[src/fractional_clock_divider_calc_assert.svh]
// Assertion macros for the fractional clock divider calculator.
// Included by the top level; no other dependencies.
`ifndef FRACTIONAL_CLOCK_DIVIDER_CALC_ASSERT_SVH
`define FRACTIONAL_CLOCK_DIVIDER_CALC_ASSERT_SVH
`ifndef SYNTHESIS
`define FCD_ASSERT(lbl, clk, rst, prop, msg) \
   lbl: assert property (@(posedge clk) disable iff (rst) prop) else $error(msg);
`define FCD_ASSERT_RST(lbl, clk, prop, msg) \
   lbl: assert property (@(posedge clk) prop) else $error(msg);
`else
`define FCD_ASSERT(lbl, clk, rst, prop, msg)
`define FCD_ASSERT_RST(lbl, clk, prop, msg)
`endif
`endif

[src/fcd_pkg.sv]
// Shared types and constants for the fractional clock divider calculator.
// No dependencies.
`default_nettype none
package fcd_pkg;
   localparam int unsigned FracBitsDefault  = 24;
   localparam int unsigned MultLimitDefault = 64;
   localparam logic [31:0] SourceResetHz    = 32'd40000000;
   localparam int unsigned IntPos  = 12;
   localparam int unsigned NumPos  = 6;

   // front-to-back queue entry
   typedef struct packed {
      logic        err;
      logic [7:0]  quot_m1;
      logic [31:0] rem;
      logic [31:0] target;
   } job_type;

   typedef struct packed {
      logic [7:0] quot_m1;
      logic [5:0] mult;
      logic [5:0] num;
      logic       err;
   } res_type;
endpackage
`default_nettype wire

[src/fcd_front.sv]
// Front end: divides source by target (restoring, one bit a cycle), range checks.
// Depends on fcd_pkg.
`default_nettype none
module fcd_front (
   input  wire logic            clock,
   input  wire logic            reset,
   input  wire logic [31:0]     source,
   input  wire logic            in_valid,
   input  wire logic [31:0]     in_target,
   output logic                 in_ready,
   output logic                 out_valid,
   output fcd_pkg::job_type     out_job,
   input  wire logic            out_ready
);
   import fcd_pkg::*;

   typedef enum logic [2:0] {
      ST_IDLE = 3'b001,
      ST_DIV  = 3'b010,
      ST_DONE = 3'b100
   } state_type;

   state_type   state_ff, state_in;
   logic [31:0] tgt_ff, tgt_in;
   logic [31:0] dvd_ff, dvd_in;   // shifts out into quotient
   logic [32:0] rem_ff, rem_in;
   logic [5:0]  cnt_ff, cnt_in;
   logic [32:0] trial;
   logic        ge;

   assign trial = {rem_ff[31:0], dvd_ff[31]};
   assign ge    = trial >= {1'b0, tgt_ff};

   always_comb begin
      state_in = state_ff;
      tgt_in   = tgt_ff;
      dvd_in   = dvd_ff;
      rem_in   = rem_ff;
      cnt_in   = cnt_ff;
      unique case (state_ff)
         ST_IDLE: begin
            if (in_valid) begin
               tgt_in   = in_target;
               dvd_in   = source;
               rem_in   = '0;
               cnt_in   = '0;
               state_in = ST_DIV;
            end
         end
         ST_DIV: begin
            rem_in = ge ? trial - {1'b0, tgt_ff} : trial;
            dvd_in = {dvd_ff[30:0], ge};
            cnt_in = cnt_ff + 6'd1;
            if (cnt_ff == 6'd31) state_in = ST_DONE;
         end
         ST_DONE: begin
            if (out_ready) state_in = ST_IDLE;
         end
         default: state_in = ST_IDLE;
      endcase
   end

   always_ff @(posedge clock) begin
      if (reset) state_ff <= ST_IDLE;
      else       state_ff <= state_in;
      tgt_ff <= tgt_in;
      dvd_ff <= dvd_in;
      rem_ff <= rem_in;
      cnt_ff <= cnt_in;
   end

   assign in_ready  = state_ff == ST_IDLE;
   assign out_valid = state_ff == ST_DONE;
   always_comb begin
      out_job.target  = tgt_ff;
      out_job.rem     = rem_ff[31:0];
      out_job.quot_m1 = 8'(dvd_ff - 32'd1);
      out_job.err     = (tgt_ff == '0) || (dvd_ff == '0) || (dvd_ff > 32'd256);
   end
endmodule
`default_nettype wire

[src/fcd_back.sv]
// Back end: fraction by long division, then each multiplier tried in turn.
// Depends on fcd_pkg.
`default_nettype none
module fcd_back #(
   parameter int unsigned FRAC_BITS  = fcd_pkg::FracBitsDefault,
   parameter int unsigned MULT_LIMIT = fcd_pkg::MultLimitDefault
) (
   input  wire logic          clock,
   input  wire logic          reset,
   input  wire logic          in_valid,
   input  fcd_pkg::job_type   in_job,
   output logic               in_ready,
   output logic               out_valid,
   output fcd_pkg::res_type   out_res,
   input  wire logic          out_ready
);
   import fcd_pkg::*;

   localparam int unsigned NW = FRAC_BITS + 6;   // fraction*m width
   localparam int unsigned EW = FRAC_BITS + 7;   // rebuild dividend width

   typedef enum logic [5:0] {
      ST_IDLE  = 6'b000001,
      ST_FRAC  = 6'b000010,
      ST_MUL   = 6'b000100,
      ST_RDIV  = 6'b001000,
      ST_CMP   = 6'b010000,
      ST_DONE  = 6'b100000
   } state_type;

   state_type          state_ff, state_in;
   job_type            job_ff, job_in;
   logic [32:0]        r_ff, r_in;
   logic [FRAC_BITS-1:0] frac_ff, frac_in;
   logic [5:0]         cnt_ff, cnt_in;
   logic [6:0]         m_ff, m_in;
   logic [5:0]         num_ff, num_in;
   logic [EW-1:0]      dq_ff, dq_in;      // rebuild dividend -> quotient
   logic [6:0]         rr_ff, rr_in;      // rebuild remainder
   logic [FRAC_BITS:0] best_err_ff, best_err_in;
   logic [5:0]         best_m_ff, best_m_in, best_n_ff, best_n_in;
   logic               first_ff, first_in;
   logic [33:0]        ftrial;
   logic [NW-1:0]      prod;
   logic [7:0]         rtrial;
   logic               rge;
   logic [EW-1:0]      rebuilt;
   logic [FRAC_BITS:0] err;

   assign ftrial  = {r_ff, 1'b0};
   assign prod    = NW'(frac_ff) * NW'(m_ff);
   assign rtrial  = {rr_ff, dq_ff[EW-1]};
   assign rge     = rtrial >= {1'b0, m_ff};
   assign rebuilt = dq_ff;
   assign err     = (rebuilt >= EW'(frac_ff))
                    ? (FRAC_BITS+1)'(rebuilt - EW'(frac_ff))
                    : (FRAC_BITS+1)'(EW'(frac_ff) - rebuilt);

   always_comb begin
      state_in = state_ff; job_in = job_ff; r_in = r_ff; frac_in = frac_ff;
      cnt_in = cnt_ff; m_in = m_ff; num_in = num_ff; dq_in = dq_ff;
      rr_in = rr_ff; best_err_in = best_err_ff; best_m_in = best_m_ff;
      best_n_in = best_n_ff; first_in = first_ff;
      unique case (state_ff)
         ST_IDLE: begin
            if (in_valid) begin
               job_in   = in_job;
               r_in     = {1'b0, in_job.rem};
               cnt_in   = '0;
               state_in = in_job.err ? ST_DONE : ST_FRAC;
            end
         end
         ST_FRAC: begin
            // (rem << FRAC_BITS) / target, one bit a beat
            if (ftrial >= {2'b0, job_ff.target}) begin
               r_in    = 33'(ftrial - {2'b0, job_ff.target});
               frac_in = {frac_ff[FRAC_BITS-2:0], 1'b1};
            end else begin
               r_in    = ftrial[32:0];
               frac_in = {frac_ff[FRAC_BITS-2:0], 1'b0};
            end
            cnt_in = cnt_ff + 6'd1;
            if (cnt_ff == 6'(FRAC_BITS-1)) begin
               m_in = 7'd2; first_in = 1'b1; state_in = ST_MUL;
            end
         end
         ST_MUL: begin
            num_in   = prod[NW-1:FRAC_BITS];
            dq_in    = EW'(prod[NW-1:FRAC_BITS]) << FRAC_BITS;
            rr_in    = '0;
            cnt_in   = '0;
            state_in = ST_RDIV;
         end
         ST_RDIV: begin
            rr_in = rge ? 7'(rtrial - {1'b0, m_ff}) : rtrial[6:0];
            dq_in = {dq_ff[EW-2:0], rge};
            cnt_in = cnt_ff + 6'd1;
            if (cnt_ff == 6'(EW-1)) state_in = ST_CMP;
         end
         ST_CMP: begin
            if (first_ff || err < best_err_ff) begin
               best_err_in = err; best_m_in = m_ff[5:0]; best_n_in = num_ff;
            end
            first_in = 1'b0;
            m_in     = m_ff + 7'd1;
            state_in = (m_ff == 7'(MULT_LIMIT-1)) ? ST_DONE : ST_MUL;
         end
         ST_DONE: begin
            if (out_ready) state_in = ST_IDLE;
         end
         default: state_in = ST_IDLE;
      endcase
   end

   always_ff @(posedge clock) begin
      if (reset) state_ff <= ST_IDLE;
      else       state_ff <= state_in;
      job_ff <= job_in; r_ff <= r_in; frac_ff <= frac_in; cnt_ff <= cnt_in;
      m_ff <= m_in; num_ff <= num_in; dq_ff <= dq_in; rr_ff <= rr_in;
      best_err_ff <= best_err_in; best_m_ff <= best_m_in; best_n_ff <= best_n_in;
      first_ff <= first_in;
   end

   assign in_ready  = state_ff == ST_IDLE;
   assign out_valid = state_ff == ST_DONE;
   always_comb begin
      out_res.err     = job_ff.err;
      out_res.quot_m1 = job_ff.err ? '0 : job_ff.quot_m1;
      out_res.mult    = job_ff.err ? '0 : best_m_ff;
      out_res.num     = job_ff.err ? '0 : best_n_ff;
   end
endmodule
`default_nettype wire

[src/fcd_queue.sv]
// Two-entry result/job queue with registered outputs.
// No dependencies; the payload width is set by W.
`default_nettype none
module fcd_queue #(
   parameter int unsigned W = 8
) (
   input  wire logic         clock,
   input  wire logic         reset,
   input  wire logic         wr_valid,
   input  wire logic [W-1:0] wr_data,
   output logic              wr_ready,
   output logic              rd_valid,
   output logic [W-1:0]      rd_data,
   input  wire logic         rd_ready
);
   logic [W-1:0] mem_ff [2];
   logic         wp_ff, rp_ff;
   logic [1:0]   cnt_ff;
   logic         wr, rd;

   assign wr_ready = cnt_ff != 2'd2;
   assign rd_valid = cnt_ff != 2'd0;
   assign wr = wr_valid && wr_ready;
   assign rd = rd_valid && rd_ready;
   assign rd_data = mem_ff[rp_ff];

   always_ff @(posedge clock) begin
      if (reset) begin
         wp_ff <= 1'b0; rp_ff <= 1'b0; cnt_ff <= '0;
      end else begin
         if (wr) wp_ff <= ~wp_ff;
         if (rd) rp_ff <= ~rp_ff;
         cnt_ff <= 2'(cnt_ff + {1'b0, wr} - {1'b0, rd});
      end
      if (wr) mem_ff[wp_ff] <= wr_data;
   end
endmodule
`default_nettype wire

[src/fractional_clock_divider_calc.sv]
// Fractional clock divider calculator, top level.
// Channels: req_ (push/full) carries the wanted output frequency; rsp_ (empty/pop)
// carries the divider setting; csr_ writes source_clock_hz (reset value 40 MHz).
// The front end divides source by target, one quotient bit per cycle, and
// takes a new request only after handing the last one on. A two-entry queue
// hands the quotient and remainder to the back end, which forms the fraction
// and then tries each multiplier 2..MULT_LIMIT-1 in turn: multiply, restoring
// rebuild divide, compare. The back end sets the throughput. Range errors
// skip the search; for those the front end sets the rate.
// full is high whenever the front end is busy. Results land in a two-entry
// output queue; a stalled receiver fills it, then the back end, the job queue
// and the front end hold in turn. Reset empties all queues and returns both
// ends to idle.
// Requires: fcd_pkg, fcd_front, fcd_back, fcd_queue, assertion header.
`default_nettype none
`include "fractional_clock_divider_calc_assert.svh"
module fractional_clock_divider_calc #(
   parameter int unsigned FRAC_BITS  = fcd_pkg::FracBitsDefault,
   parameter int unsigned MULT_LIMIT = fcd_pkg::MultLimitDefault
) (
   input  wire logic        clock,
   input  wire logic        reset,
   input  wire logic        push,
   output logic             full,
   input  wire logic [31:0] req_target_hz,
   output logic             empty,
   input  wire logic        pop,
   output logic [7:0]       rsp_div_integral_minus_one,
   output logic [5:0]       rsp_frac_multiplier,
   output logic [5:0]       rsp_frac_numerator,
   output logic [19:0]      rsp_divider_word,
   output logic             rsp_range_error,
   input  wire logic        csr_wr_en,
   input  wire logic [31:0] csr_wr_data
);
   import fcd_pkg::*;

   logic [31:0] src_ff;
   logic        f_ready, f_valid, q_valid, q_ready, b_valid, b_ready, o_valid;
   logic        q_ready_w;
   job_type     f_job, q_job;
   res_type     b_res, o_res;

   always_ff @(posedge clock) begin
      if (reset)          src_ff <= SourceResetHz;
      else if (csr_wr_en) src_ff <= csr_wr_data;
   end

   fcd_front u_front (
      .clock, .reset, .source(src_ff), .in_valid(push), .in_target(req_target_hz),
      .in_ready(f_ready), .out_valid(f_valid), .out_job(f_job), .out_ready(q_ready_w)
   );

   fcd_queue #(.W($bits(job_type))) u_jobq (
      .clock, .reset, .wr_valid(f_valid), .wr_data(f_job), .wr_ready(q_ready_w),
      .rd_valid(q_valid), .rd_data(q_job), .rd_ready(q_ready)
   );

   fcd_back #(.FRAC_BITS(FRAC_BITS), .MULT_LIMIT(MULT_LIMIT)) u_back (
      .clock, .reset, .in_valid(q_valid), .in_job(q_job), .in_ready(q_ready),
      .out_valid(b_valid), .out_res(b_res), .out_ready(b_ready)
   );

   fcd_queue #(.W($bits(res_type))) u_rspq (
      .clock, .reset, .wr_valid(b_valid), .wr_data(b_res), .wr_ready(b_ready),
      .rd_valid(o_valid), .rd_data(o_res), .rd_ready(pop)
   );

   assign full  = !f_ready;
   assign empty = !o_valid;
   assign rsp_range_error            = o_res.err;
   assign rsp_div_integral_minus_one = o_res.quot_m1;
   assign rsp_frac_multiplier        = o_res.mult;
   assign rsp_frac_numerator         = o_res.num;
   assign rsp_divider_word = {o_res.quot_m1, o_res.num, o_res.mult};

   `FCD_ASSERT(a_err_zero, clock, reset, (!empty && rsp_range_error) |-> (rsp_divider_word == '0), "error result carries nonzero fields")
   `FCD_ASSERT(a_mult_range, clock, reset, (!empty && !rsp_range_error) |-> (rsp_frac_multiplier >= 6'd2), "multiplier below two")
   `FCD_ASSERT_RST(a_reset_empty, clock, $past(reset) |-> empty, "result queue not empty after reset")
endmodule
`default_nettype wire

[config.mk]
export PLATFORM = sky130hd
export DESIGN_NAME = fractional_clock_divider_calc
export DESIGN_NICKNAME = d
export VERILOG_FILES = /design/src/fcd_pkg.sv /design/src/fcd_front.sv /design/src/fcd_back.sv /design/src/fcd_queue.sv /design/src/fractional_clock_divider_calc.sv
export VERILOG_INCLUDE_DIRS = /design/src /design/src/src
export SDC_FILE = /design/constraint.sdc
export NUM_CORES = 1
export LEC_CHECK = 0
export ABC_AREA = 0
export ABC_CLOCK_PERIOD_IN_PS = 13100
export BUFFER_PORTS_ARGS = -buffer_cell sky130_fd_sc_hd__buf_2
export CORE_ASPECT_RATIO = 1.25
export CORE_MARGIN = 3
export CORE_UTILIZATION = 50
export CTS_BUF_LIST = sky130_fd_sc_hd__clkbuf_8 sky130_fd_sc_hd__clkbuf_16
export CTS_CLUSTER_DIAMETER = 150
export DETAILED_ROUTE_END_ITERATION = 7
export GPL_ROUTABILITY_DRIVEN = 0
export PLACE_DENSITY = 0.77
export SYNTH_ARGS = -nofsm -noshare
export SYNTH_HDL_FRONTEND = slang
export SYNTH_SLANG_ARGS = --single-unit
[constraint.sdc]
create_clock -name clock -period 13.1 [get_ports clock]
set_input_delay 0.655 -clock clock [delete_from_list [all_inputs] [get_ports clock]]
set_output_delay 0.655 -clock clock [all_outputs]
set_load 0.01 [all_outputs]
## After elaboration in Yosys (flattened, before gate mapping)

Memory sizes are Yosys's and may differ from the RTL's. A register that Yosys moved wholly into a read port is not among the register bits.
Cells that the tools add are included.

| storage, ports and cells | value |
|---|---|
| register bits after elaboration | 344 |
| latch bits | 0 |
| memory bits (writable) | 188 |
| bits in read-only memories | 0 |
| input bits | 69 |
| output and inout port bits | 43 |
| memories kept | 2 |

| cells by class | value |
|---|---|
| add/subtract/negate cells | 13 |
| $mul | 1 |
| divide/modulo/power cells | 0 |
| $lt $le $gt $ge | 6 |
| eq/ne operators | 22 |
| shifts and indexed selects | 0 |
| mux-type cells | 43 |
| bitwise gates (word level) | 4 |
| reductions and logical operators | 28 |

Memory list:

| name | depth | width | read ports | clocked after memory_dff | wr ports | line | text |
|---|---|---|---|---|---|---|---|
| u_jobq.mem_ff | 2 | 73 | 1 | 1 | 1 | fcd_queue.sv:16 | `logic [W-1:0] mem_ff [2];` |
| u_rspq.mem_ff | 2 | 21 | 1 | 1 | 1 | fcd_queue.sv:16 |  |

Operators with widths:

| kind | number |
|---|---|
| $pmux W32 S2 | 2 |
| $mux W32 | 3 |
| $mux W33 | 2 |
| $pmux W33 S2 | 1 |
| $logic_not A32 Y1 | 2 |
| $pmux W31 S2 | 1 |
| $mux W6 | 10 |
| $pmux W6 S6 | 1 |
| $ge A34 B32 Y1 | 1 |
| $ge A33 B32 Y1 | 1 |
| $sub A33 B32 Y33 | 1 |
| $gt A32 B9 Y1 const B | 1 |
| $sub A32 B32 Y32 | 1 |
| $ge A31 B24 Y1 | 1 |
| $mul A24 B7 Y30 | 1 |
| $pmux W7 S2 | 2 |
| $lt A25 B25 Y1 | 1 |
| $mux W25 | 1 |
| $sub A24 B25 Y25 | 1 |
| $sub A25 B24 Y25 | 1 |
| $eq A6 B5 Y1 const B | 4 |
| $pmux W6 S3 | 1 |
| $mux W7 | 2 |
| $reduce_and A2 Y1 | 7 |
| 33 further kinds | 68 |

## Logic depth before layout (Yosys ltp)

Gate-level depths: netlist of the first run.

| depth | value |
|---|---|
| depth in word-level cells | 5 |
| depth in mapped cells | 24 |
| mapped depth without buffers | 21 |

## By module

From an unflattened synthesis of the first run, not the netlist that was laid out.

| second synthesis, totals | value |
|---|---|
| cells, all modules | 2,910 |
| area, all modules | 32,399.8 um2 |

By module, submodules not included:

| module | instances | cells an instance | area each (um2) | sequential area each (um2) |
|---|---|---|---|---|
| fcd_back | 1 | 1,823 | 17,151.4 | 5,915.7 |
| fcd_front | 1 | 622 | 6,317.3 | 3,123.0 |
| fcd_queue (u_jobq) | 1 | 251 | 5,850.6 | 4,484.3 |
| fcd_queue (u_rspq) | 1 | 89 | 1,750.4 | 1,361.3 |
| fractional_clock_divider_calc | 1 | 125 | 1,330.0 | 640.6 |

## Worst setup path before layout of the first run

OpenSTA, ideal clock, no wires.

| timing | value |
|---|---|
| kind | register -> register |
| start point | register u_back.frac_ff[9] |
| end point | register u_back.best_err_ff[0], enable pin |
| data arrival time | 5,893 ps |
| required time | 12,656 ps |
| setup slack | 6,763 ps |
| cell stages (with the launch flop) | 22 |
| buffers on the path | 3 |
| clock period less this slack | 6,337 ps |
| path through | edfxtp_1 ha_1 buf_2 o21ai_0 nor2_1 o31a_1 o31ai_1 a31oi_1 a21oi_2 buf_4 buf_4 mux2_2 ha_1 a21boi_0 o21a_1 o21a_1 o21ai_0 nand2b_1 a21oi_1 o21ai_0 a31o_2 a21oi_1 |

| on the way | value |
|---|---|
| cells in the longest elaborated chain, start to end | 5 |

RTL lines:

| element | line | text |
|---|---|---|
| start, declared | fcd_back.sv:34 | `logic [FRAC_BITS-1:0] frac_ff, frac_in;` |
| start signal, assigned | fcd_back.sv:118 | `job_ff <= job_in; r_ff <= r_in; frac_ff <= frac_in; cnt_ff <= cnt_in;` |
| $ge A31 B24 Y1 | fcd_back.sv:55 | `assign err = (rebuilt >= EW'(frac_ff))` |
| $mux W25 | fcd_back.sv:56 | `? (FRAC_BITS+1)'(rebuilt - EW'(frac_ff))` |
| named net u_back.err[1] | fcd_back.sv:48 | `logic [FRAC_BITS:0] err;` |
| $lt A25 B25 Y1 | fcd_back.sv:101 | `if (first_ff \|\| err < best_err_ff) begin` |
| $logic_or A1 B1 Y1 | fcd_back.sv:101 |  |
| $reduce_and A2 Y1 (no source line) | - |  |
| end signal, assigned | fcd_back.sv:120 | `best_err_ff <= best_err_in; best_m_ff <= best_m_in; best_n_ff <= best_n_in;` |
| end, declared | fcd_back.sv:40 | `logic [FRAC_BITS:0] best_err_ff, best_err_in;` |

The timed path passes the listed nets, and every way through them passes these cells.
A chain may end at the register's enable or synchronous reset.

## Final worst setup path of the first run

| timing | value |
|---|---|
| start point | register u_back.m_ff[5] |
| end point | register u_back.dq_ff[27], data pin |

| on the way | value |
|---|---|
| cells in the longest elaborated chain, start to end | 2 |

RTL lines:

| element | line | text |
|---|---|---|
| start, declared | fcd_back.sv:36 | `logic [6:0] m_ff, m_in;` |
| start signal, assigned | fcd_back.sv:119 | `m_ff <= m_in; num_ff <= num_in; dq_ff <= dq_in; rr_ff <= rr_in;` |
| $mul A24 B7 Y30 | fcd_back.sv:51 | `assign prod = NW'(frac_ff) * NW'(m_ff);` |
| named net u_back.prod[27] | fcd_back.sv:44 | `logic [NW-1:0] prod;` |
| $pmux W31 S2 | fcd_back.sv:64 | `unique case (state_ff)` |
| named net u_back.dq_in[27] | fcd_back.sv:38 | `logic [EW-1:0] dq_ff, dq_in;` |
| end signal, assigned | fcd_back.sv:119 |  |
| end, declared | fcd_back.sv:38 |  |

The timed path passes the listed nets, and every way through them passes these cells.

==> metrics.md, run 1 <==
| Metric | Value |
|---|---|
| Post-synth top area cell | `edfxtp_1` |
| Yosys reg bits | `534` |
| Routed WL | `68.3 mm` |
| Worst Hold End | `u_front.tgt_ff[17]$_DFFE_PP_` |
| Die Y | `286 um` |
| WS Path Type | `reg2reg` |
| Largest net degree at the start of global routing | `91` |
| DR vias | `21388` |
| Synth warn | `0` |
| FF+latch area | `15500 sq um` |
| Worst Hold Launch | `req_target_hz[17]` |
| Max Freq | `0.150 GHz` |
| Initial antenna violation count | `0` |
| R2r setup slk | `6.42 ns` |
| Post-CTS Resized | `0` |
| Pwr/cell area | `167 nW/um^2` |
| Synthesized cell area | `31500 sq um` |
| Fin. Hold Viols | `0` |
| Total global-route track usage | `20.6%` |
| Post-synthesis sequential area ratio | `49.3%` |
| Die area | `66000 sq um` |
| Hold path cells | `1` |
| WHS | `0.209 ns` |
| Vias/cell | `5.70` |
| WL/cell | `18.2 um` |
| Critical R2R Launch | `u_back.m_ff[5]$_SDFFCE_PN0P_` |
| Slowest-stage cell, CP | `a2111oi_1` |
| Area grow syn2layout | `9.19%` |
| Area occupied by multi-input gates | `14300 sq um` |
| Tmin final | `6.68 ns` |
| Final setup viols | `0` |
| Commonest cells in the netlist | `edfxtp_1, nor2_1, inv_1, nand2_1, ha_1` |
| CTS tree | `built` |
| Slew margin rel. | `23.3%` |
| First-pass GRT wire length | `111 mm` |
| Starting DRT DRC Count | `1539` |
| Clock sinks | `534` |
| Hold Crit Class | `in2reg` |
| Most common cell in the synthesized netlist | `edfxtp_1` |
| Core Box Area | `62200 sq um` |
| H-tree depth | `2` |
| Max-slew violations | `0` |
| Routed Antenna Nets | `0` |
| Lkg Pwr | `14.4 nW` |
| DRC viols | `0` |
| Post-synth EDFFs | `483` |
| Synth area leaders | `edfxtp_1, ha_1, fa_1` |
| Crit-path max FO | `19` |
| Share of layout cells above drive strength 1 | `10.9%` |
| Period utilization | `51.0%` |
| Setup Skew | `0.0588 ns` |
| Status | `finished, final reports clean` |
| Peak supply drop | `0.141 mV` |
| Die width | `230 um` |
| Worst path required time | `13.46 ns` |
| Mean Syn Cell Area | `11.1 sq um` |
| Hold Buf Count CTS | `0` |
| IO Port Bufs | `111` |
| Row count | `102` |
| Asr flop ratio synth | `0%` |
| Crit-path max cell delay | `0.64 ns` |
| Startpoint types | `flip-flop` |
| Detailed placement HPWL | `50.0 mm` |
| CTS Root Cell | `clkbuf_16` |
| Starting density of the core | `50.6%` |
| Clock Path Buffers | `3` |
| Vias in the first global route | `22160` |
| Worst Path Arrival | `7.04 ns` |
| Drt pass-1 iters | `8` |
| GRT overflow | `0` |
| Cells after Synth | `2823` |
| Worst-Skew Late Latency | `0.62 ns` |
| Number of fill cells | `5036` |
| Critical path endpoint category | `flip-flop` |
| Io pins | `112` |
| Yosys top cell area share | `46.1%` |
| Worst path most repeated cell | `fa_1` |
| Num CTS Buffers | `51` |
| Top FF cell, synth | `edfxtp_1` |
| Worst Max-Slew Pin Slew | `1.15 ns` |
| Nets | `3260` |
| Worst path cell trace | `clkinv_1 > nor2_1 > fa_1 > fa_1 > fa_1 > inv_1 > fa_1 > inv_1 > ha_1 > a21o_1 > a21o_1 > a21oi_1 > o21ai_0 > a21oi_1 > a21oi_1 > a2111oi_1 > xnor2_1 > mux2_2` |
| R2R cell count | `18` |
| Syn_nets | `3202` |
| Post-CTS setup buffer count | `0` |
| # Max-Cap Violations | `0` |
| Setup TNS | `0 ns` |
| CTS clock-pin slew for the worst setup and hold paths | `0.07 ns` |
| Worst r2r dst | `u_back.dq_ff[27]$_DFFE_PP_` |
| Diode count | `0` |
| RSZ-0062 raised after global routing | `no` |
| Post-synth cell types | `78` |
routing by layer:
layer	global-route usage, %	vias up	share of wire, %
met5	0	-	0
li1	-	9998	-
met2	36.7	738	51
met1	23.8	10382	38
met4	11.6	0	6.1
met3	2.96	270	5.1
placed cells by master, fill, tap and decap left out, types with 7 or more instances in the layout:
cell type	count
buf_4	18
or3_1	10
nor4_1	23
and2_1	10
fa_1	112
and3_1	13
edfxtp_1	483
nand2_1	240
a21o_1	69
o21a_1	19
or2_2	8
inv_1	294
buf_2	111
o21bai_1	13
nand3_1	37
clkbuf_16	51
a31oi_1	18
mux2_2	72
a211o_1	12
nor2_1	301
nand2b_1	20
o31ai_1	18
a21oi_1	142
o211ai_1	10
xor2_1	47
a211oi_1	50
o21ai_0	64
dfxtp_1	50
ha_1	198
nand4_1	24
clkinv_1	10
nor2b_1	76
xnor2_1	64
o22ai_1	7
mux2i_1	83
nor3_1	23
cell families (layout without fill, tap and decap cells):
group,Yosys count,in the layout,synth area share [%]
AOI/OAI and AO/OA,480,480,10.1
adders and majority gates,310,310,15.0
and+or+nand+nor,820,820,11.9
muxes,155,155,5.22
xor gates and xnor gates,111,111,3.09
DFF,534,534,49.3
buffers and inverters,413,511,5.29
metrics by stage:
stage / cell area (sq um) / worst slack (ns) / total power (W) / std cells / util [%]
global route: 34400 / 6.02 / 0.00607 / 3753 / 55.3
floorplan: 31500 / 6.76 / 0.00379 / 2823 / -
CTS: 34400 / 6.52 / 0.00575 / 3753 / 55.3
finish: 34400 / 6.42 / 0.00572 / 3753 / 55.3
detailed placement: 32700 / 6.54 / 0.00427 / 3660 / 52.6
global placement: 32700 / 6.85 / 0.00417 / 3660 / 52.6
critical path: cells and delay by family, from the launching register on:
kind	cells	cell delay, ns
xor gates and xnor gates	1	0.16
AOI/OAI and AO/OA	7	1.91
muxes	1	0.29
adders and majority gates	5	2.43
and+or+nand+nor	1	0.35
buffers and inverters	3	0.74
DFF	1	0.56
how the worst max path moves through the flow:
stage	depth (start not counted)	slack, ns	to	from
2_1_floorplan	21	6.76	u_back.best_err_ff[0]$_DFFE_PP_	u_back.frac_ff[9]$_DFFE_PP_
3_3_place_gp	18	6.85	u_back.dq_ff[27]$_DFFE_PP_	u_back.m_ff[5]$_SDFFCE_PN0P_
3_5_place_dp	18	6.54	u_back.dq_ff[27]$_DFFE_PP_	u_back.m_ff[5]$_SDFFCE_PN0P_
4_1_cts	18	6.52	u_back.dq_ff[27]$_DFFE_PP_	u_back.m_ff[5]$_SDFFCE_PN0P_
5_1_grt	18	6.02	u_back.dq_ff[27]$_DFFE_PP_	u_back.m_ff[5]$_SDFFCE_PN0P_
6_report	18	6.42	u_back.dq_ff[27]$_DFFE_PP_	u_back.m_ff[5]$_SDFFCE_PN0P_
layout make-up:
class | count | share of cell area [%]
clock inverter | 36 | 0.936
sequential | 534 | 45.2
tap | 832 | 3.03
clock buffer | 57 | 3.95
multi-input combinational | 1876 | 41.7
inverter | 289 | 3.16
timing repair buffer | 129 | 2.01
power by group:
group	total, W	leakage [nW]	internal, W	switching (W)
registers	0.00222	4.81	0.00210	0.000124
clock network	0.00146	0.848	0.000811	0.000650
logic	0.00204	8.78	0.000836	0.00120
registers in the layout, indices dropped and copies added (netlist names), 7 cells and up, named ones only:
signal,cells
src_ff,32
u_back.best_err_ff,25
u_back.dq_ff,31
u_back.frac_ff,24
u_back.job_ff,40
u_back.m_ff,7
u_back.r_ff,33
u_back.rr_ff,7
u_front.dvd_ff,32
u_front.rem_ff,32
u_front.tgt_ff,32
u_jobq.mem_ff,146
u_rspq.mem_ff,42
No activity file was read; power rests on OpenSTA's default activity.
==> run 2: changes to the inputs <==
ABC_AREA = 1   (was 0)
ABC_CLOCK_PERIOD_IN_PS = 6300   (was 13100)
PLACE_DENSITY = 0.76   (was 0.77)
clock period = 6.3 ns   (was 13.1 ns; I/O delays follow)
==> metrics.md, run 2 <==
| Metric | Value |
|---|---|
| Status | `finished, final reports clean` |
| Share of layout cells above drive strength 1 | `7.70%` |
| Crit path launch | `u_back.m_ff[6]$_SDFFCE_PN0P_` |
| R2r setup slk | `1.07 ns` |
| Period utilization | `83.0%` |
| Post-synth EDFFs | `483` |
| Routed WL | `81.8 mm` |
| Largest family of logic cells by synthesized area | `simple AND/OR/NAND/NOR gates` |
| Yosys reg bits | `534` |
| Max-slew violations | `0` |
| WS Path Type | `reg2reg` |
| Synth warn | `0` |
| Fin cells | `5324` |
| Total Power | `0.0133 W` |
| Total global-route track usage | `22.0%` |
| Fin. Hold Viols | `0` |
| Setup TNS | `0 ns` |
| Die area | `74300 sq um` |
| Largest net degree at the start of global routing | `75` |
| Die width | `244 um` |
| Core Box Area | `69900 sq um` |
| Pwr/cell area | `339 nW/um^2` |
| P_int | `0.00818 W` |
| P_sw | `0.00509 W` |
| Most common cell in the synthesized netlist | `nand2_1` |
| Tmin final | `5.23 ns` |
| Commonest non-fill, non-tap cells in the layout | `nand2_1, inv_1, edfxtp_1` |
| Syn_nets | `4614` |
| Critical path endpoint category | `flip-flop` |
| # Max-Cap Violations | `0` |
| Final setup viols | `0` |
| RSZ-0062 raised after global routing | `no` |
| WL/cell | `15.4 um` |
| Clock sinks | `534` |
| Top Registers | `u_jobq.mem_ff: 146 flops, u_rspq.mem_ff: 42 flops, u_back.job_ff: 40 flops` |
| Area grow syn2layout | `10.2%` |
| Post-CTS setup buffer count | `0` |
| Vias/cell | `5.20` |
| Vias in the first global route | `28082` |
| Max Freq | `0.191 GHz` |
| Routed Antenna Nets | `0` |
| Biggest register | `u_jobq.mem_ff` |
| GRT overflow | `0` |
| Max FFs per register | `146` |
| Cells after DPL | `5162` |
| Critical Path End | `u_back.num_ff[5]$_DFFE_PP_` |
| Worst r2r dst | `u_back.num_ff[5]$_DFFE_PP_` |
| DR vias | `27678` |
| Worst-Skew Late Latency | `0.64 ns` |
| Commonest cells in the netlist | `nand2_1, inv_1, edfxtp_1, nor2_1, ha_1` |
| Starting density of the core | `50.9%` |
| WHS | `0.0900 ns` |
| Xor/xnor share of the synthesized area | `1.87%` |
| Worst path required time | `6.70 ns` |
| Clock share of power | `23.8%` |
| Die Y | `304 um` |
| Synthesized cell area | `35500 sq um` |
| Commonest non-fill, non-tap cell in the layout | `nand2_1` |
| Asr flop ratio synth | `0%` |
| R2R cell count | `17` |
| Post-synthesis sequential area ratio | `43.7%` |
| Startpoint types | `flip-flop` |
| Yosys top cell area share | `40.8%` |
| Top FF cell, synth | `edfxtp_1` |
| IO Port Bufs | `111` |
| Post-synth top area cell | `edfxtp_1` |
| Lkg Pwr | `18.9 nW` |
| Hold Crit Class | `in2reg` |
| Post-Synth Simple-Gate Area | `22.8%` |
| DRC viols | `0` |
| Slew margin rel. | `21.2%` |
| Post-synthesis mux area share | `2.94%` |
| Io pins | `112` |
| Num CTS Buffers | `53` |
| Sw frac | `38.4%` |
| Peak supply drop | `0.276 mV` |
| H-tree depth | `2` |
| CTS Root Cell | `clkbuf_16` |
| Detailed placement HPWL | `60.7 mm` |
| CTS tree | `built` |
| Critical R2R Launch | `u_back.m_ff[6]$_SDFFCE_PN0P_` |
| Worst Max-Slew Pin Slew | `1.18 ns` |
| Logic gate share of total power | `40.5%` |
| Mean Syn Cell Area | `8.39 sq um` |
| Crit-path max FO | `27` |
| Cells after Synth | `4235` |
| Sequential share of power | `35.7%` |
| Nets | `4726` |
| Row count | `108` |
| Util after Layout | `56.1%` |
| Worst Path Arrival | `5.63 ns` |
| Adder-cell share of the synthesized area | `13.3%` |
| Starting DRT DRC Count | `1797` |
| Clock Path Buffers | `3` |
| Post-synth cell types | `48` |
| Diode count | `0` |
| First-pass GRT wire length | `135 mm` |
| Drt pass-1 iters | `5` |
| Synth area leaders | `edfxtp_1, nand2_1, inv_1` |
| CTS clock-pin slew for the worst setup and hold paths | `0.07 ns` |
| Compound-Gate Fraction of Synth Area | `5.04%` |
| Initial antenna violation count | `0` |
| Setup Skew | `0.0579 ns` |
[run 2: changes by cell type after synthesis, sizes merged, moves of 21 or more]
cell,before,now
nand2,241,1234
nand3b,5,54
nand3,37,174
o21ai,67,122
xnor2,64,24
a21o,69,8
inv,287,795
a21oi,148,170
nor2b,78,0
buf,41,62
mux2i,83,2
nor2,302,370
nand4,24,47
a211oi,51,4
[run 2: cells by family after synthesis]
group / after synthesis
AOI/OAI and AO/OA: 335
xor gates and xnor gates: 76
adders and majority gates: 310
buffers and inverters: 936
DFF: 534
muxes: 93
and+or+nand+nor: 1951
[run 2: worst min path at each step]
| stage | start | to | cells past startpoint |
|---|---|---|---|
| floorplan | u_back.num_ff[0]$_DFFE_PP_ | u_back.best_n_ff[0]$_DFFE_PP_ | 0 |
| global placement | u_jobq.rp_ff$_SDFFE_PP0P_ | flip-flop | 1 |
| detailed placement | u_back.num_ff[1]$_DFFE_PP_ | u_back.best_n_ff[1]$_DFFE_PP_ | 0 |
| CTS | push | u_front.state_ff[0]$_SDFFE_PP1P_ | 4 |
| global route | push | u_front.state_ff[0]$_SDFFE_PP1P_ | 4 |
| finish | push | u_front.state_ff[0]$_SDFFE_PP1P_ | 4 |
[run 2: final cells by class]
cell class / instances / area, sq um
Multi-Input combinational cell: 2765 / 16400
Clock buffer: 55 / 1350
Inverter: 796 / 2990
Timing Repair Buffer: 197 / 1360
Clock inverter: 42 / 393
Sequential cell: 534 / 15500
Fill cell: 6196 / 30700
Tap cell: 935 / 1170
[run 2: layer usage]
layer / up-vias / wire (um) / GRT usage (%)
met5: - / 0 / 0
met4: 0 / 4340 / 11.2
met3: 267 / 4120 / 2.98
met2: 830 / 41000 / 39.3
met1: 12945 / 32400 / 25.6
li1: 13636 / - / -
[run 2: power by group through the flow]
stage	Sequential [W]	Clock [W]	Combinational, W
floorplan	0.00470	0	0.00408
global placement	0.00479	0	0.00517
detailed placement	0.00481	0	0.00525
CTS	0.00474	0.00322	0.00533
global route	0.00479	0.00335	0.00608
finish	0.00475	0.00316	0.00537
[run 2: through the flow]
| stage | area, sq um | worst slack (ns) |
|---|---|---|
| finish | 39200 | 1.07 |
| floorplan | 35500 | 1.25 |
| global placement | 36800 | 1.26 |
| global route | 39200 | 0.711 |
| CTS | 39200 | 1.13 |
| detailed placement | 36800 | 1.14 |
[run 2: timing repair]
item                                   4_1_cts  5_1_grt
endpoints found under the hold margin       72        0
resized for setup                            0        0
hold buffers                                65        0
[run 2: worst max-delay path: stages, from the launching register on]
cell,delay [ns]
edfxtp_1,0.99
nand2_1,0.19
fa_1,0.59
inv_1,0.06
fa_1,0.52
fa_1,0.55
inv_1,0.05
fa_1,0.53
inv_1,0.05
ha_1,0.31
nand2_1,0.09
nor2_1,0.24
inv_1,0.09
nor4_1,0.30
nand3_1,0.16
nand2_1,0.08
nand2_1,0.06
and2_1,0.14
==> run 3: changes to the inputs <==
ABC_AREA = 0   (was 1)
ABC_CLOCK_PERIOD_IN_PS = 4500   (was 6300)
PLACE_DENSITY = 0.79   (was 0.76)
clock period = 4.5 ns   (was 6.3 ns; I/O delays follow)
==> metrics.md, run 3 (synthesis results as in run 1) <==
| Metric | Value |
|---|---|
| Period utilization | `122%` |
| Biggest register | `u_jobq.mem_ff` |
| DRC viols | `0` |
| Diode count | `0` |
| Starting density of the core | `50.6%` |
| # Max-Cap Violations | `0` |
| Pwr/cell area | `477 nW/um^2` |
| Total Power | `0.0182 W` |
| Failing checks | `negative setup slack` |
| Worst Path Arrival | `5.88 ns` |
| Setup TNS | `-23.41 ns` |
| Setup ws final | `-1.00 ns` |
| Startpoint types | `flip-flop` |
| Commonest non-fill, non-tap cell in the layout | `edfxtp_1` |
| Final setup viols | `49` |
| Slowest-stage cell, CP | `fa_1` |
| Worst path cell trace | `buf_6 > inv_4 > nor2_1 > fa_1 > inv_1 > fa_1 > inv_1 > fa_1 > inv_1 > fa_1 > inv_1 > ha_4 > a21o_1 > a21oi_2 > o21ai_2 > a21oi_4 > buf_4 > buf_6 > a21oi_4 > a2111oi_4 > buf_4 > xnor2_4 > mux2_4` |
| Slew margin rel. | `22.1%` |
| RSZ-0062 raised after global routing | `yes` |
| Drt pass-1 iters | `6` |
| Die Y | `286 um` |
| Fin. Hold Viols | `0` |
| Worst-Skew Late Latency | `0.62 ns` |
| Commonest non-fill, non-tap cells in the layout | `edfxtp_1, nor2_1, inv_1` |
| WP buf/inv | `9` |
| CTS tree | `built` |
| Detailed placement HPWL | `51.6 mm` |
| Share of layout cells above drive strength 1 | `21.6%` |
| WS Path Type | `reg2reg` |
| CP delay by family, top | `adder cells` |
| Routed Antenna Nets | `0` |
| Crit-path max cell delay | `0.56 ns` |
| IO Port Bufs | `111` |
| Lkg Pwr | `16.2 nW` |
| First-pass GRT wire length | `120 mm` |
| Area grow syn2layout | `21.2%` |
| Clock sinks | `534` |
| Largest net degree at the start of global routing | `75` |
| Io pins | `112` |
| Setup Skew | `0.0561 ns` |
| Clock Path Buffers | `3` |
| Starting DRT DRC Count | `1873` |
| H-tree depth | `2` |
| DR vias | `23054` |
| Number of fill cells | `4579` |
| Core Box Area | `62200 sq um` |
| Row count | `102` |
| Area occupied by multi-input gates | `15000 sq um` |
| Tmin final | `5.50 ns` |
| Status | `complete, but fails checks` |
| Hold Crit Class | `in2reg` |
| Critical path endpoint category | `flip-flop` |
| CTS clock-pin slew for the worst setup and hold paths | `0.07 ns` |
| WL/cell | `19.1 um` |
| Worst path required time | `4.87 ns` |
| Crit-path max FO | `6` |
| WHS | `0.110 ns` |
| Vias/cell | `5.63` |
| Max-slew violations | `0` |
| Max Freq | `0.182 GHz` |
| Max FFs per register | `146` |
| Worst Max-Slew Pin Slew | `1.16 ns` |
| GRT overflow | `0` |
| Peak supply drop | `0.375 mV` |
| Top Registers | `u_jobq.mem_ff: 146 flops, u_rspq.mem_ff: 42 flops, u_back.job_ff: 40 flops` |
| Initial antenna violation count | `0` |
| Die area | `66000 sq um` |
| Total global-route track usage | `22.7%` |
| Routed WL | `78.0 mm` |
| CTS Root Cell | `clkbuf_16` |
| Num CTS Buffers | `53` |
| FF+latch area | `15500 sq um` |
| Vias in the first global route | `23500` |
| Die width | `230 um` |
| Nets | `3594` |
## run 3: changes by cell type in the layout (fill, tap and decap cells not counted), moves of 38 or more
cell      change
nand3_1     -138
nor2_1       -80
o21ai_0      -61
mux2i_1      +78
nand3b_1     -48
inv_1       -536
a211oi_1     +40
buf_4       +226
xnor2_1      +38
a21o_1       +61
nor2b_1      +76
nand2_1     -984
## run 3: report_power, final
group / leakage, nW / total [W] / internal (W) / switching, W
Sequential: 4.81 / 0.00651 / 0.00611 / 0.000399
Clock: 0.928 / 0.00471 / 0.00269 / 0.00203
Combinational: 10.5 / 0.00695 / 0.00304 / 0.00391
## run 3: what timing repair did
action / in CTS / in global routing
hold endpoints to repair: 65 / 0
setup buffers: 26 / 30
resized for setup: 70 / 76
cloned: 5 / 2
pin swaps: 35 / 67
hold buffers: 65 / 0
endpoints found under the setup margin: 49 / 49
## run 3: metal layers
layer  track usage, %  up-vias  wire length (um)
met1             27.3    11089             29400
met3             3.10      284              4870
met5                0        -                 0
li1                 -    10702                 -
met2             40.2      979             39500
met4             10.6        0              4270
## run 3: worst paths after layout
path	start	endpoint	slack, ns	cells past startpoint
setup / recovery	u_back.m_ff[5]$_SDFFCE_PN0P_	u_back.dq_ff[27]$_DFFE_PP_	-1.00	23
hold / removal	pop	flip-flop	0.11	4
hold reg to reg	u_back.num_ff[3]$_DFFE_PP_	u_back.best_n_ff[3]$_DFFE_PP_	0.42	0
setup reg to reg	u_back.m_ff[5]$_SDFFCE_PN0P_	u_back.dq_ff[27]$_DFFE_PP_	-1.00	23
## run 3: metrics by stage
| step | instances | setup slack [ns] | area [sq um] | utilization [%] |
|---|---|---|---|---|
| floorplan | 2823 | -0.545 | 31700 | - |
| global route | 4092 | -1.10 | 38100 | 61.3 |
| detailed placement | 3872 | -0.853 | 34500 | 55.5 |
| CTS | 4068 | -0.698 | 37600 | 60.5 |
| global placement | 3872 | -0.701 | 34500 | 55.5 |
| finish | 4092 | -1.00 | 38100 | 61.3 |
## run 3: cell type report
cell class                 count  area share, %
clock buffer                  55           3.55
clock inverter                45           1.36
inverter                     289           2.92
multi-input combinational   1876           39.2
sequential                   534           40.7
tap                          832           2.73
timing repair buffer         459           9.43
timing repair inverter         2         0.0394
## run 3: worst reg2reg max path, cell delays in order, from the launching register on
cell and delay (ns):
edfxtp_1 0.47, buf_6 0.16, inv_4 0.10, nor2_1 0.08, fa_1 0.52, inv_1 0.07, fa_1 0.56, inv_1 0.07
fa_1 0.56, inv_1 0.07, fa_1 0.55, inv_1 0.08, ha_4 0.26, a21o_1 0.18, a21oi_2 0.16, o21ai_2 0.09
a21oi_4 0.18, buf_4 0.14, buf_6 0.09, a21oi_4 0.06, a2111oi_4 0.25, buf_4 0.22, xnor2_4 0.07, mux2_4 0.26
